==> src/hdl/rscd_pkg.sv <==
// Shared types, constants and codes of the run-length sprite clip decoder.
package rscd_pkg;

    // Width of the screen coordinates on the result ports.
    localparam int COORD_BITS = 12;

    localparam int BYTE_W  = 8;
    localparam int COL_W   = 13;
    localparam int ROW_W   = 12;
    localparam int RUN_W   = 9;
    localparam int LEN_W   = 9;
    localparam int PIX_W   = 8;
    localparam int ORG_W   = 12;
    localparam int WIN_W   = 13;
    localparam int SROWS_W = 12;

    // Signed width for the clipping arithmetic; holds 2^16 plus a sign bit.
    localparam int ARITH_W = 18;
    localparam logic signed [ARITH_W-1:0] COORD_CAP = ARITH_W'(1 << COORD_BITS);

    localparam logic [COL_W-1:0] COL_MAX = {COL_W{1'b1}};
    localparam logic [ROW_W-1:0] ROW_MAX = {ROW_W{1'b1}};

    // Command queue between front and back; the depth is a power of two.
    localparam int QDEPTH = 4;
    localparam int QPTR_W = $clog2(QDEPTH);
    localparam int QCNT_W = $clog2(QDEPTH + 1);

    // Stream opcodes.
    localparam logic [BYTE_W-1:0] OP_FINISHED  = 8'd0;
    localparam logic [BYTE_W-1:0] OP_END_LINE  = 8'd1;
    localparam logic [BYTE_W-1:0] OP_COPY      = 8'd2;
    localparam logic [BYTE_W-1:0] OP_SKIP      = 8'd3;
    localparam logic [BYTE_W-1:0] OP_DUPLICATE = 8'd4;

    // Configuration register indexes and port geometry.
    localparam int APB_ADDR_W = 5;
    localparam int APB_DATA_W = 32;
    localparam logic [2:0] REG_ORIGIN_X      = 3'd0;
    localparam logic [2:0] REG_ORIGIN_Y      = 3'd1;
    localparam logic [2:0] REG_WINDOW_WIDTH  = 3'd2;
    localparam logic [2:0] REG_WINDOW_HEIGHT = 3'd3;
    localparam logic [2:0] REG_SPRITE_ROWS   = 3'd4;
    localparam logic [2:0] REG_MONO_ENABLE   = 3'd5;
    localparam logic [2:0] REG_MONO_COLOUR   = 3'd6;

    typedef enum logic [2:0] {
        PH_OPCODE,
        PH_COPY_CNT,
        PH_COPY_DATA,
        PH_SKIP_CNT,
        PH_DUP_CNT,
        PH_DUP_VAL
    } t_phase;

    // One unclipped span or a done marker, in sprite-local coordinates.
    typedef struct packed {
        logic             done;
        logic [COL_W-1:0] col;
        logic [ROW_W-1:0] row;
        logic [LEN_W-1:0] len;
        logic [PIX_W-1:0] pix;
    } t_cmd;

    typedef struct packed {
        logic signed [ORG_W-1:0] origin_x;
        logic signed [ORG_W-1:0] origin_y;
        logic [WIN_W-1:0]        window_width;
        logic [WIN_W-1:0]        window_height;
        logic [SROWS_W-1:0]      sprite_rows;
        logic                    mono_enable;
        logic [PIX_W-1:0]        mono_colour;
    } t_cfg;

endpackage

==> src/hdl/rscd_front.sv <==
// Stream parser: tracks the sprite cursor and issues span commands.
module rscd_front import rscd_pkg::*; (
    input  logic              i_clk,
    input  logic              i_rst_n,
    input  logic              i_accept,
    input  logic [BYTE_W-1:0] i_byte,
    output logic              o_cmd_valid,
    output t_cmd              o_cmd
);

    t_phase           r_phase, n_phase;
    logic [RUN_W-1:0] r_run, n_run;
    logic [COL_W-1:0] r_col, n_col;
    logic [ROW_W-1:0] r_row, n_row;

    logic [RUN_W-1:0] w_byte_p1;
    logic [RUN_W-1:0] w_run_m1;
    logic [RUN_W-1:0] w_col_add;
    logic [COL_W:0]   w_col_sum;
    logic [COL_W-1:0] w_col_sat;

    assign w_byte_p1 = {1'b0, i_byte} + RUN_W'(1);
    assign w_run_m1  = r_run - RUN_W'(1);

    always_comb begin
        case (r_phase)
            PH_SKIP_CNT: w_col_add = w_byte_p1;
            PH_DUP_VAL:  w_col_add = r_run;
            default:     w_col_add = RUN_W'(1);
        endcase
    end

    assign w_col_sum = {1'b0, r_col} + (COL_W + 1)'(w_col_add);
    assign w_col_sat = w_col_sum[COL_W] ? COL_MAX : w_col_sum[COL_W-1:0];

    // Next state.
    always_comb begin
        n_phase = r_phase;
        n_run   = r_run;
        n_col   = r_col;
        n_row   = r_row;
        if (i_accept) begin
            case (r_phase)
                PH_COPY_CNT: begin
                    n_run   = w_byte_p1;
                    n_phase = PH_COPY_DATA;
                end
                PH_COPY_DATA: begin
                    n_col = w_col_sat;
                    n_run = w_run_m1;
                    if (w_run_m1 == '0) begin
                        n_phase = PH_OPCODE;
                    end
                end
                PH_SKIP_CNT: begin
                    n_col   = w_col_sat;
                    n_phase = PH_OPCODE;
                end
                PH_DUP_CNT: begin
                    n_run   = w_byte_p1;
                    n_phase = PH_DUP_VAL;
                end
                PH_DUP_VAL: begin
                    n_col   = w_col_sat;
                    n_run   = '0;
                    n_phase = PH_OPCODE;
                end
                default: begin
                    n_phase = PH_OPCODE;
                    case (i_byte)
                        OP_FINISHED: begin
                            n_run = '0;
                            n_col = '0;
                            n_row = '0;
                        end
                        OP_END_LINE: begin
                            n_col = '0;
                            if (r_row != ROW_MAX) begin
                                n_row = r_row + ROW_W'(1);
                            end
                        end
                        OP_COPY:      n_phase = PH_COPY_CNT;
                        OP_SKIP:      n_phase = PH_SKIP_CNT;
                        OP_DUPLICATE: n_phase = PH_DUP_CNT;
                        default: ;
                    endcase
                end
            endcase
        end
    end

    // Command outputs.
    always_comb begin
        o_cmd_valid = 1'b0;
        o_cmd.done  = 1'b0;
        o_cmd.col   = r_col;
        o_cmd.row   = r_row;
        o_cmd.len   = LEN_W'(1);
        o_cmd.pix   = i_byte;
        case (r_phase)
            PH_COPY_DATA: begin
                o_cmd_valid = i_accept;
            end
            PH_DUP_VAL: begin
                o_cmd_valid = i_accept;
                o_cmd.len   = r_run;
            end
            PH_OPCODE: begin
                if (i_byte == OP_FINISHED) begin
                    o_cmd_valid = i_accept;
                    o_cmd.done  = 1'b1;
                    o_cmd.col   = '0;
                    o_cmd.row   = '0;
                    o_cmd.len   = '0;
                    o_cmd.pix   = '0;
                end
            end
            default: ;
        endcase
    end

    always_ff @(posedge i_clk) begin
        if (!i_rst_n) begin
            r_phase <= PH_OPCODE;
            r_run   <= '0;
            r_col   <= '0;
            r_row   <= '0;
        end else begin
            r_phase <= n_phase;
            r_run   <= n_run;
            r_col   <= n_col;
            r_row   <= n_row;
        end
    end

endmodule

==> src/hdl/rscd_queue.sv <==
// Short command queue between the parser and the clipping stage.
module rscd_queue import rscd_pkg::*; (
    input  logic i_clk,
    input  logic i_rst_n,
    input  logic i_push,
    input  t_cmd i_cmd,
    input  logic i_pop,
    output logic o_full,
    output logic o_valid,
    output t_cmd o_cmd
);

    t_cmd              r_mem [QDEPTH];
    logic [QPTR_W-1:0] r_wr_ptr, n_wr_ptr;
    logic [QPTR_W-1:0] r_rd_ptr, n_rd_ptr;
    logic [QCNT_W-1:0] r_count, n_count;

    assign o_full  = (r_count == QCNT_W'(QDEPTH));
    assign o_valid = (r_count != '0);
    assign o_cmd   = r_mem[r_rd_ptr];

    // Pointers wrap on their own since the depth is a power of two.
    always_comb begin
        n_wr_ptr = i_push ? r_wr_ptr + QPTR_W'(1) : r_wr_ptr;
        n_rd_ptr = i_pop ? r_rd_ptr + QPTR_W'(1) : r_rd_ptr;
        n_count  = r_count;
        if (i_push && !i_pop) begin
            n_count = r_count + QCNT_W'(1);
        end else if (i_pop && !i_push) begin
            n_count = r_count - QCNT_W'(1);
        end
    end

    always_ff @(posedge i_clk) begin
        if (i_push) begin
            r_mem[r_wr_ptr] <= i_cmd;
        end
    end

    always_ff @(posedge i_clk) begin
        if (!i_rst_n) begin
            r_wr_ptr <= '0;
            r_rd_ptr <= '0;
            r_count  <= '0;
        end else begin
            r_wr_ptr <= n_wr_ptr;
            r_rd_ptr <= n_rd_ptr;
            r_count  <= n_count;
        end
    end

endmodule

==> src/hdl/rscd_back.sv <==
// Clipping stage: maps commands to screen spans and holds the result register.
module rscd_back import rscd_pkg::*; (
    input  logic                  i_clk,
    input  logic                  i_rst_n,
    input  t_cfg                  i_cfg,
    input  logic                  i_cmd_valid,
    input  t_cmd                  i_cmd,
    output logic                  o_pop,
    output logic                  o_out_valid,
    input  logic                  i_out_stall,
    output logic [COORD_BITS-1:0] o_span_column,
    output logic [COORD_BITS-1:0] o_span_row,
    output logic [LEN_W-1:0]      o_span_length,
    output logic [PIX_W-1:0]      o_pixel_value,
    output logic                  o_done_res
);

    logic                  r_valid, n_valid;
    logic [COORD_BITS-1:0] r_col, r_row;
    logic [LEN_W-1:0]      r_len;
    logic [PIX_W-1:0]      r_pix;
    logic                  r_done;

    logic signed [ARITH_W-1:0] w_ww_raw, w_wh_raw, w_ww, w_wh;
    logic signed [ARITH_W-1:0] w_org_x, w_org_y;
    logic signed [ARITH_W-1:0] w_srow, w_start, w_end, w_start_c, w_end_c, w_len;
    logic                      w_row_vis, w_vis;

    assign w_ww_raw = $signed({{(ARITH_W - WIN_W){1'b0}}, i_cfg.window_width});
    assign w_wh_raw = $signed({{(ARITH_W - WIN_W){1'b0}}, i_cfg.window_height});
    assign w_ww     = (w_ww_raw > COORD_CAP) ? COORD_CAP : w_ww_raw;
    assign w_wh     = (w_wh_raw > COORD_CAP) ? COORD_CAP : w_wh_raw;

    assign w_org_x = $signed({{(ARITH_W - ORG_W){i_cfg.origin_x[ORG_W-1]}}, i_cfg.origin_x});
    assign w_org_y = $signed({{(ARITH_W - ORG_W){i_cfg.origin_y[ORG_W-1]}}, i_cfg.origin_y});

    assign w_srow  = w_org_y + $signed({{(ARITH_W - ROW_W){1'b0}}, i_cmd.row});
    assign w_start = w_org_x + $signed({{(ARITH_W - COL_W){1'b0}}, i_cmd.col});
    assign w_end   = w_start + $signed({{(ARITH_W - LEN_W){1'b0}}, i_cmd.len});

    assign w_row_vis = (i_cmd.row < i_cfg.sprite_rows) && !w_srow[ARITH_W-1]
                       && (w_srow < w_wh);

    assign w_start_c = w_start[ARITH_W-1] ? '0 : w_start;
    assign w_end_c   = (w_end > w_ww) ? w_ww : w_end;
    assign w_len     = w_end_c - w_start_c;
    assign w_vis     = i_cmd.done || (w_row_vis && (w_start_c < w_end_c));

    // Take a command whenever the result register is empty or being emptied.
    assign o_pop = i_cmd_valid && (!r_valid || !i_out_stall);

    always_comb begin
        n_valid = r_valid;
        if (o_pop) begin
            n_valid = w_vis;
        end else if (r_valid && !i_out_stall) begin
            n_valid = 1'b0;
        end
    end

    always_ff @(posedge i_clk) begin
        if (!i_rst_n) begin
            r_valid <= 1'b0;
        end else begin
            r_valid <= n_valid;
        end
    end

    always_ff @(posedge i_clk) begin
        if (o_pop) begin
            r_done <= i_cmd.done;
            if (i_cmd.done) begin
                r_col <= '0;
                r_row <= '0;
                r_len <= '0;
                r_pix <= '0;
            end else begin
                r_col <= w_start_c[COORD_BITS-1:0];
                r_row <= w_srow[COORD_BITS-1:0];
                r_len <= w_len[LEN_W-1:0];
                r_pix <= i_cfg.mono_enable ? i_cfg.mono_colour : i_cmd.pix;
            end
        end
    end

    assign o_out_valid   = r_valid;
    assign o_span_column = r_col;
    assign o_span_row    = r_row;
    assign o_span_length = r_len;
    assign o_pixel_value = r_pix;
    assign o_done_res    = r_done;

endmodule

==> src/hdl/rle_sprite_clip_decoder_top.sv <==
// Top level of the run-length sprite clip decoder with its register file.
//
//  Channel  Direction  Handshake                Payload
//  input    in         i_in_valid / o_in_stall  i_sprite_byte
//  output   out        o_out_valid / i_out_stall span_column, span_row, span_length,
//                                               pixel_value, done_res
//  config   in         psel/penable/pwrite      paddr, pwdata, prdata, pready
//
// One sprite byte is taken per cycle while o_in_stall is low; a span or done beat
// for that byte passes through the command queue and then the result register.
// The four-entry command queue sets how many span bytes can be taken while the
// output side stalls; o_in_stall rises only when that queue is full.
// Reset is synchronous and active low; no clearing pass is needed after it.
module rle_sprite_clip_decoder_top import rscd_pkg::*; (
    input  logic                  i_clk,
    input  logic                  i_rst_n,
    input  logic                  i_in_valid,
    output logic                  o_in_stall,
    input  logic [BYTE_W-1:0]     i_sprite_byte,
    output logic                  o_out_valid,
    input  logic                  i_out_stall,
    output logic [COORD_BITS-1:0] o_span_column,
    output logic [COORD_BITS-1:0] o_span_row,
    output logic [LEN_W-1:0]      o_span_length,
    output logic [PIX_W-1:0]      o_pixel_value,
    output logic                  o_done_res,
    input  logic                  psel,
    input  logic                  penable,
    input  logic                  pwrite,
    input  logic [APB_ADDR_W-1:0] paddr,
    input  logic [APB_DATA_W-1:0] pwdata,
    output logic [APB_DATA_W-1:0] prdata,
    output logic                  pready
);

    t_cfg       r_cfg;
    logic       w_cfg_wr;
    logic [2:0] w_reg_idx;

    logic w_accept;
    logic w_cmd_valid;
    t_cmd w_cmd;
    logic w_q_full, w_q_valid, w_pop;
    t_cmd w_q_cmd;

    assign pready    = 1'b1;
    assign w_cfg_wr  = psel && penable && pwrite && pready;
    assign w_reg_idx = paddr[4:2];

    always_ff @(posedge i_clk) begin
        if (!i_rst_n) begin
            r_cfg.origin_x      <= '0;
            r_cfg.origin_y      <= '0;
            r_cfg.window_width  <= WIN_W'(640);
            r_cfg.window_height <= WIN_W'(480);
            r_cfg.sprite_rows   <= '0;
            r_cfg.mono_enable   <= 1'b0;
            r_cfg.mono_colour   <= '0;
        end else if (w_cfg_wr) begin
            case (w_reg_idx)
                REG_ORIGIN_X:      r_cfg.origin_x      <= $signed(pwdata[ORG_W-1:0]);
                REG_ORIGIN_Y:      r_cfg.origin_y      <= $signed(pwdata[ORG_W-1:0]);
                REG_WINDOW_WIDTH:  r_cfg.window_width  <= pwdata[WIN_W-1:0];
                REG_WINDOW_HEIGHT: r_cfg.window_height <= pwdata[WIN_W-1:0];
                REG_SPRITE_ROWS:   r_cfg.sprite_rows   <= pwdata[SROWS_W-1:0];
                REG_MONO_ENABLE:   r_cfg.mono_enable   <= pwdata[0];
                REG_MONO_COLOUR:   r_cfg.mono_colour   <= pwdata[PIX_W-1:0];
                default: ;
            endcase
        end
    end

    always_comb begin
        case (w_reg_idx)
            REG_ORIGIN_X:      prdata = APB_DATA_W'(unsigned'(r_cfg.origin_x));
            REG_ORIGIN_Y:      prdata = APB_DATA_W'(unsigned'(r_cfg.origin_y));
            REG_WINDOW_WIDTH:  prdata = APB_DATA_W'(r_cfg.window_width);
            REG_WINDOW_HEIGHT: prdata = APB_DATA_W'(r_cfg.window_height);
            REG_SPRITE_ROWS:   prdata = APB_DATA_W'(r_cfg.sprite_rows);
            REG_MONO_ENABLE:   prdata = APB_DATA_W'(r_cfg.mono_enable);
            REG_MONO_COLOUR:   prdata = APB_DATA_W'(r_cfg.mono_colour);
            default:           prdata = '0;
        endcase
    end

    assign o_in_stall = w_q_full;
    assign w_accept   = i_in_valid && !o_in_stall;

    rscd_front u_front (
        .i_clk       (i_clk),
        .i_rst_n     (i_rst_n),
        .i_accept    (w_accept),
        .i_byte      (i_sprite_byte),
        .o_cmd_valid (w_cmd_valid),
        .o_cmd       (w_cmd)
    );

    rscd_queue u_queue (
        .i_clk   (i_clk),
        .i_rst_n (i_rst_n),
        .i_push  (w_cmd_valid),
        .i_cmd   (w_cmd),
        .i_pop   (w_pop),
        .o_full  (w_q_full),
        .o_valid (w_q_valid),
        .o_cmd   (w_q_cmd)
    );

    rscd_back u_back (
        .i_clk         (i_clk),
        .i_rst_n       (i_rst_n),
        .i_cfg         (r_cfg),
        .i_cmd_valid   (w_q_valid),
        .i_cmd         (w_q_cmd),
        .o_pop         (w_pop),
        .o_out_valid   (o_out_valid),
        .i_out_stall   (i_out_stall),
        .o_span_column (o_span_column),
        .o_span_row    (o_span_row),
        .o_span_length (o_span_length),
        .o_pixel_value (o_pixel_value),
        .o_done_res    (o_done_res)
    );

`ifndef SYNTHESIS
    // A done beat carries no span.
    a_done_zero: assert property (@(posedge i_clk) disable iff (!i_rst_n)
        (o_out_valid && o_done_res) |-> (o_span_length == '0 && o_span_column == '0
                                         && o_span_row == '0))
        else $error("done beat carries span data");

    // A span beat is never empty and never longer than one duplicate run.
    a_span_len: assert property (@(posedge i_clk) disable iff (!i_rst_n)
        (o_out_valid && !o_done_res) |-> (o_span_length != '0
                                          && o_span_length <= LEN_W'(256)))
        else $error("span beat length out of range");

    // A span that is clipped to the window ends inside the coordinate range.
    a_span_in_window: assert property (@(posedge i_clk) disable iff (!i_rst_n)
        (o_out_valid && !o_done_res) |->
            (({1'b0, o_span_column} + (COORD_BITS + 1)'(o_span_length))
             <= (COORD_BITS + 1)'(1 << COORD_BITS)))
        else $error("span runs past the coordinate range");
`endif

endmodule
==> config.mk <==
export PLATFORM = sky130hd
export DESIGN_NAME = rle_sprite_clip_decoder_top
export DESIGN_NICKNAME = d
export VERILOG_FILES = /design/src/hdl/rscd_pkg.sv /design/src/hdl/rscd_front.sv /design/src/hdl/rscd_queue.sv /design/src/hdl/rscd_back.sv /design/src/hdl/rle_sprite_clip_decoder_top.sv
export SDC_FILE = /design/constraint.sdc
export NUM_CORES = 1
export LEC_CHECK = 0
export ABC_AREA = 1
export BUFFER_PORTS_ARGS = -buffer_cell sky130_fd_sc_hd__clkbuf_2
export CAP_MARGIN = 20
export CORE_UTILIZATION = 45
export CTS_BUF_LIST = sky130_fd_sc_hd__clkbuf_2 sky130_fd_sc_hd__clkbuf_4 sky130_fd_sc_hd__clkbuf_8
export DETAILED_ROUTE_END_ITERATION = 10
export GPL_TIMING_DRIVEN = 0
export PLACE_DENSITY = 0.7
export SLEW_MARGIN = 40
export SYNTH_ARGS = -nofsm -noshare
export SYNTH_HDL_FRONTEND = slang
export SYNTH_SLANG_ARGS = --single-unit
==> constraint.sdc <==
create_clock -name i_clk -period 19.1 [get_ports i_clk]
set_input_delay 0.955 -clock i_clk [delete_from_list [all_inputs] [get_ports i_clk]]
set_output_delay 0.955 -clock i_clk [all_outputs]
set_load 0.03 [all_outputs]
## Yosys cells after proc, flatten, opt, wreduce, memory -nomap -nowiden

Memory sizes are Yosys's and may differ from the RTL's. A register that Yosys moved wholly into a read port is not among the register bits.
Cells that the tools add are included.

- Bits in registers: 158
- Memory bits (writable): 172
- Bits of input ports: 52
- Output and inout port bits: 77
- Word-level logic and storage cells: 137
- Memories: 1

Memories:

| memory | words | width | rd ports | clocked after memory_dff | write ports | line | text |
|---|---|---|---|---|---|---|---|
| u_queue.r_mem | 4 | 43 | 1 | 1 | 1 | rscd_queue.sv:13 | `t_cmd r_mem [QDEPTH];` |

- Add/sub/neg operators: 12
- Order comparisons: 6
- Equal/unequal tests: 19
- Multiplexer cells: 31
- Bitwise operators: 3
- Reductions and logical operators: 45

Operator list:

| kind | number |
|---|---|
| one-hot mux 13 bit (7 select lines) | 1 |
| 2-to-1 mux 13 bit | 4 |
| 2-to-1 mux 43 bit | 1 |
| < comparator 18 bit | 2 |
| one-hot mux 9 bit (2 select lines) | 2 |
| one-hot mux 9 bit (4 select lines) | 1 |
| greater-than comparator 13 bit (second input constant) | 2 |
| 2-to-1 mux 26 bit | 1 |
| one-hot mux 13 bit (2 select lines) | 1 |
| one-hot mux 12 bit (2 select lines) | 1 |
| adder 18 x 10 -> 18 bit | 1 |
| == test 3 bit (second input constant) | 6 |
| greater-than comparator 18 bit | 1 |
| 2-to-1 mux 18 bit | 1 |
| 2-to-1 mux 17 bit | 1 |
| == test 8 x 2 -> 1 bit (second input constant) | 2 |
| 2-to-1 mux 8 bit | 2 |
| AND reduction 2 bit | 8 |
| adder 12 x 14 -> 15 bit | 1 |
| adder 12 x 13 -> 14 bit | 1 |
| adder 13 x 9 -> 14 bit | 1 |
| adder 12 x 1 -> 12 bit (second input constant) | 1 |
| == test 3 x 2 -> 1 bit (second input constant) | 4 |
| < comparator 12 bit | 1 |
| other kinds (34) | 69 |

## Longest topological paths before layout

- Word-level depth: 9
- Gate-level depth with buffers: 53
- Depth with buffers taken out: 50

## Hierarchy

A second synthesis with hierarchy kept.

- Cells, all modules: 2,436
- Area total of the unflattened synthesis: 19,502.5 um^2

By module, submodules not included:

| module | instances | cells an instance | area an instance (um^2) | seq. area each (um^2) |
|---|---|---|---|---|
| rscd_queue | 1 | 474 | 6,800.3 | 5,345.1 |
| rscd_back | 1 | 810 | 5,600.4 | 1,281.2 |
| rle_sprite_clip_decoder_top | 1 | 594 | 3,839.9 | 1,421.4 |
| rscd_front | 1 | 558 | 3,261.9 | 740.7 |

## Least setup slack after synthesis

Ideal clock, no wire load.

- Kind: register to register
- From: reg (tool-made name)
- To: reg u_back.r_len[7] (netlist: u_back.o_span_length[7]), data pin
- Setup time: 0.260 ns
- Data arrival time: 6.480 ns
- Data required time: 18.840 ns
- Setup slack: 12.361 ns
- Cell stages (with the launch flop): 49
- Path buffers: 4
- Clock period less this slack: 6.739 ns
- Path through: dfxtp_1 -> clkbuf_1 -> clkbuf_1 -> clkbuf_1 -> nor2_1 -> o22ai_1 -> ha_1 -> inv_1 -> fa_1 -> inv_1 -> nand3_1 -> nand3_2 -> nand2_1 -> nand2_1 -> nand2_1 -> nand2_1 -> xor2_1 -> ha_1 -> (+13 left out) -> o2111ai_1 -> nand4_1 -> nand3_2 -> nand3_4 -> buf_6 -> o21ai_2 -> ha_1 -> a21oi_1 -> o21bai_1 -> nand2_1 -> inv_1 -> or2_2 -> a21oi_1 -> o21ai_0 -> nand2_1 -> nand2_1 -> o21ai_0 -> a21oi_1

RTL lines:

| element | line | text |
|---|---|---|
| end signal, assigned | rscd_back.sv:80 | `r_len <= w_len[LEN_W-1:0];` |
| end, declared | rscd_back.sv:20 | `logic [LEN_W-1:0] r_len;` |

==> summary.txt <==
STA
  – Post-layout min period: 8910 ps
  – Worst Clk Skew: 29.9 ps
  – Slew HR: 49.7%
  – RSZ-0062 raised after global routing: false
  – Fin crit share: 46.7%
  – TNS Setup: 0 ps
  – Setup violations, final: 0
  – Count of final hold-check violations: 0
  – Pins Over Slew Limit: 0
  – Fmax: approximately 0.11 GHz
  – Worst-margin pin slew: 755 ps

CTS
  – PostCTS Resize Cnt: 0
  – Postcts setup bufs: 0
  – CTS tree: built
  – Cts hold-fix bufs: 0
  – Clock sink count: 332
  – Root buffer cell: clkbuf_8
  – Clock Latency Late Sink: 650 ps
  – Clk buf depth: 3
  – TritonCTS Buffers: 54
  – H-Tree Depth: 2
  – Clk slew on worst S/H paths: 60 ps

Worst hold path
  – Hold path cells: 2
  – Worst hold-check path type: flip-flop to flip-flop

Place
  – Placer Congestion: 0.985
  – Buffers on Ports: 87
  – Detail Placement HPWL: 38,200 um

Synth
  – Register area share after synthesis: 48.5%
  – Seq cells post-synth: between 300 and 400
  – Ys Warns: 0
  – EDFF count, synth: 214
  – Compound-Gate Fraction of Synth Area: 14.9%
  – Main combinational cell family by area after synthesis: simple AND/OR/NAND/NOR gates
  – Avg Cell Area, Syn: 8.63 um2
  – XOR/XNOR share of the synthesized area: 2.22%
  – Post-Syn Area: 18,100 um2
  – Adder-Cell Fraction of Synth Area: 8.67%
  – Synth cell types: between 50 and 60
  – Post-Synth Simple-Gate Area: between 10% and 20%
  – Mux cell area share after synthesis: 0%
  – Fraction of registers with async set/reset: 0%
  – Ys flop type: edfxtp_1
  – Cells after synthesis: 2,101

Layout
  – Area of the multi-input gates: 8010 um2
  – Area delta synth->final: 14.6%
  – # diodes: 0
  – Most common cell after layout, fill and taps aside: nor2_1
  – Fill cell count: 3,655
  – Layout cells sized above 1: about an eighth
  – Final Util: 52.3%
  – Most frequent cells in the layout: nor2_1, nand2_1, inv_1
  – Final net count: 2,448
  – FF+latch area: 8790 um2

Power
  – Clock group share of total power: about a fifth
  – Maximum vdd drop: around 0.11 mV
  – Comb pwr share: 52.8%
  – LEAKAGE: between 8 and 9 nW
  – P_int: around 1.9 mW
  – Switching part of the total: 44.8%
  – Pwr dens: 162 nW/um2
  – Sequential power share: 27.3%
  – Sw power: between 1.5 and 2 mW

Global route
  – First-pass GRT wire length: 76,800 um
  – Vias in the first global route: 14,100
  – Gr usage total: 24.1%
  – GR Overflow Total: 0
  – Largest net degree at the start of global routing: 40
  – Initial antenna violation count: 0

Setup path
  – Kind of critical path: flip-flop to flip-flop
  – Startpoint types: flip-flop
  – Critical Path AT: 9410 ps
  – Most frequent CP cell: nand2_1
  – R2R depth: 52
  – Critical Path Max Stage Delay: 620 ps
  – Worst-path fanout max: 10
  – Slowest cell on crit path: clkbuf_1
  – Crit. End Element: flip-flop
  – CP Data Required Time: 19,600 ps

Route
  – Final antenna-violating net count: 0
  – Via/cell ratio: 5.38
  – Number of remaining DRC errors: 0
  – Final wirelength: 49,900 um
  – DR pass1 iterations: 7
  – DRT iter0 DRCs: 1,555
  – Average wire per standard cell: approximately 18 um
  – Via count: ~15,000

Outcome
  – Outcome: finished clean

Run
  – Max Cap Viol: 0

Floorplan
  – Row Count: 73
  – Starting Density: 45.6%
  – Core Footprint: about 40,000 um2
  – Die width: 203 um
  – # IOs: about 130
  – Die height: 203 um
  – Die ar.: 41,100 um2
cell usage after synthesis (all sizes together), types with 15 or more instances:
master	n	area share, %
xor2	39	1.9
clkbuf	67	1.4
inv	253	5.2
nand2	309	6.6
a21oi	127	3.5
o22ai	49	1.7
o21ai	229	6.7
nand3	61	1.9
ha	116	8.0
nor2	340	7.2
buf	28	1.2
nor3	32	0.99
dfxtp	118	13
edfxtp	214	35
nand4	15	0.55
state kept, by name, summed over array words and instances (netlist names), 9 cells and up, named ones only:
name                  flops
u_back.o_span_length      9
u_back.o_span_row        12
u_front.r_row            12
u_front.r_col            13
u_front.r_run             9
r_cfg                    71
u_back.o_span_column     12
u_queue.r_mem           172
per-stage QoR:
stage	instance area (um2)	setup slack [ps]	std cells	total power, mW	hold slack, ps
CTS	20800	10330	2843	3.36	475
global route	20800	9450	2843	3.62	504
finish	20800	10190	2843	3.36	473
detailed placement	19600	10410	2743	2.69	464
floorplan	18200	12360	2119	2.22	436
global placement	19300	10500	2731	2.64	448
final timing paths:
path                                     startpoint                      end  slack (ps)
worst max-delay path                      flip-flop  u_back.o_span_length[8]       10190
worst min-delay path            u_queue.r_rd_ptr[1]                flip-flop         470
worst max register to register            flip-flop  u_back.o_span_length[8]       10190
worst min register to register  u_queue.r_rd_ptr[1]                flip-flop         470
critical path, delay by kind of cell, from the launching register on:
family                   cells  cell delay, ps
AO/OA/AOI/OAI                9            1530
XOR/XNOR                     1             280
adder cells (fa/ha/maj)      6            1810
buffers and inverters       10            2190
flip-flops                   1             480
AND/OR/NAND/NOR             26            2470
area by class of cell:
type                       instances  share of cell area (%)
sequential                       332                    42.3
multi-input combinational       1436                    38.6
clock buffer                      79                    4.75
inverter                         256                    4.64
timing repair buffer              99                    3.41
tap                              525                    3.16
buffer                            95                    2.25
clock inverter                    21                   0.945
cell families (layout without fill, tap and decap cells):
family | Yosys count | in the layout
AND/OR/NAND/NOR | 773 | 773
AO/OA/AOI/OAI | 475 | 475
buffers and inverters | 351 | 550
flip-flops | 332 | 332
adder cells (fa/ha/maj) | 122 | 122
XOR/XNOR | 46 | 46
other | 2 | 20
routing by layer:
| metal | GRT usage, % | share of wire, % | up-vias | routed length (um) |
|---|---|---|---|---|
| met5 | 0 | 0 | - | 0 |
| met4 | 8.38 | 3.4 | 0 | 1700 |
| met3 | 4.30 | 7.8 | 113 | 3890 |
| met2 | 39.3 | 46 | 629 | 23100 |
| met1 | 32.1 | 42 | 7109 | 21200 |
| li1 | - | - | 7437 | - |
power groups by stage:
| stage | clock network (mW) | registers, mW | logic [mW] |
|---|---|---|---|
| floorplan | 0 | 1.02 | 1.20 |
| CTS | 0.676 | 0.917 | 1.76 |
| global route | 0.706 | 0.922 | 1.99 |
| finish | 0.670 | 0.916 | 1.77 |
| global placement | 0 | 0.935 | 1.70 |
| detailed placement | 0 | 0.931 | 1.76 |
(Power assumes the default switching activity.)
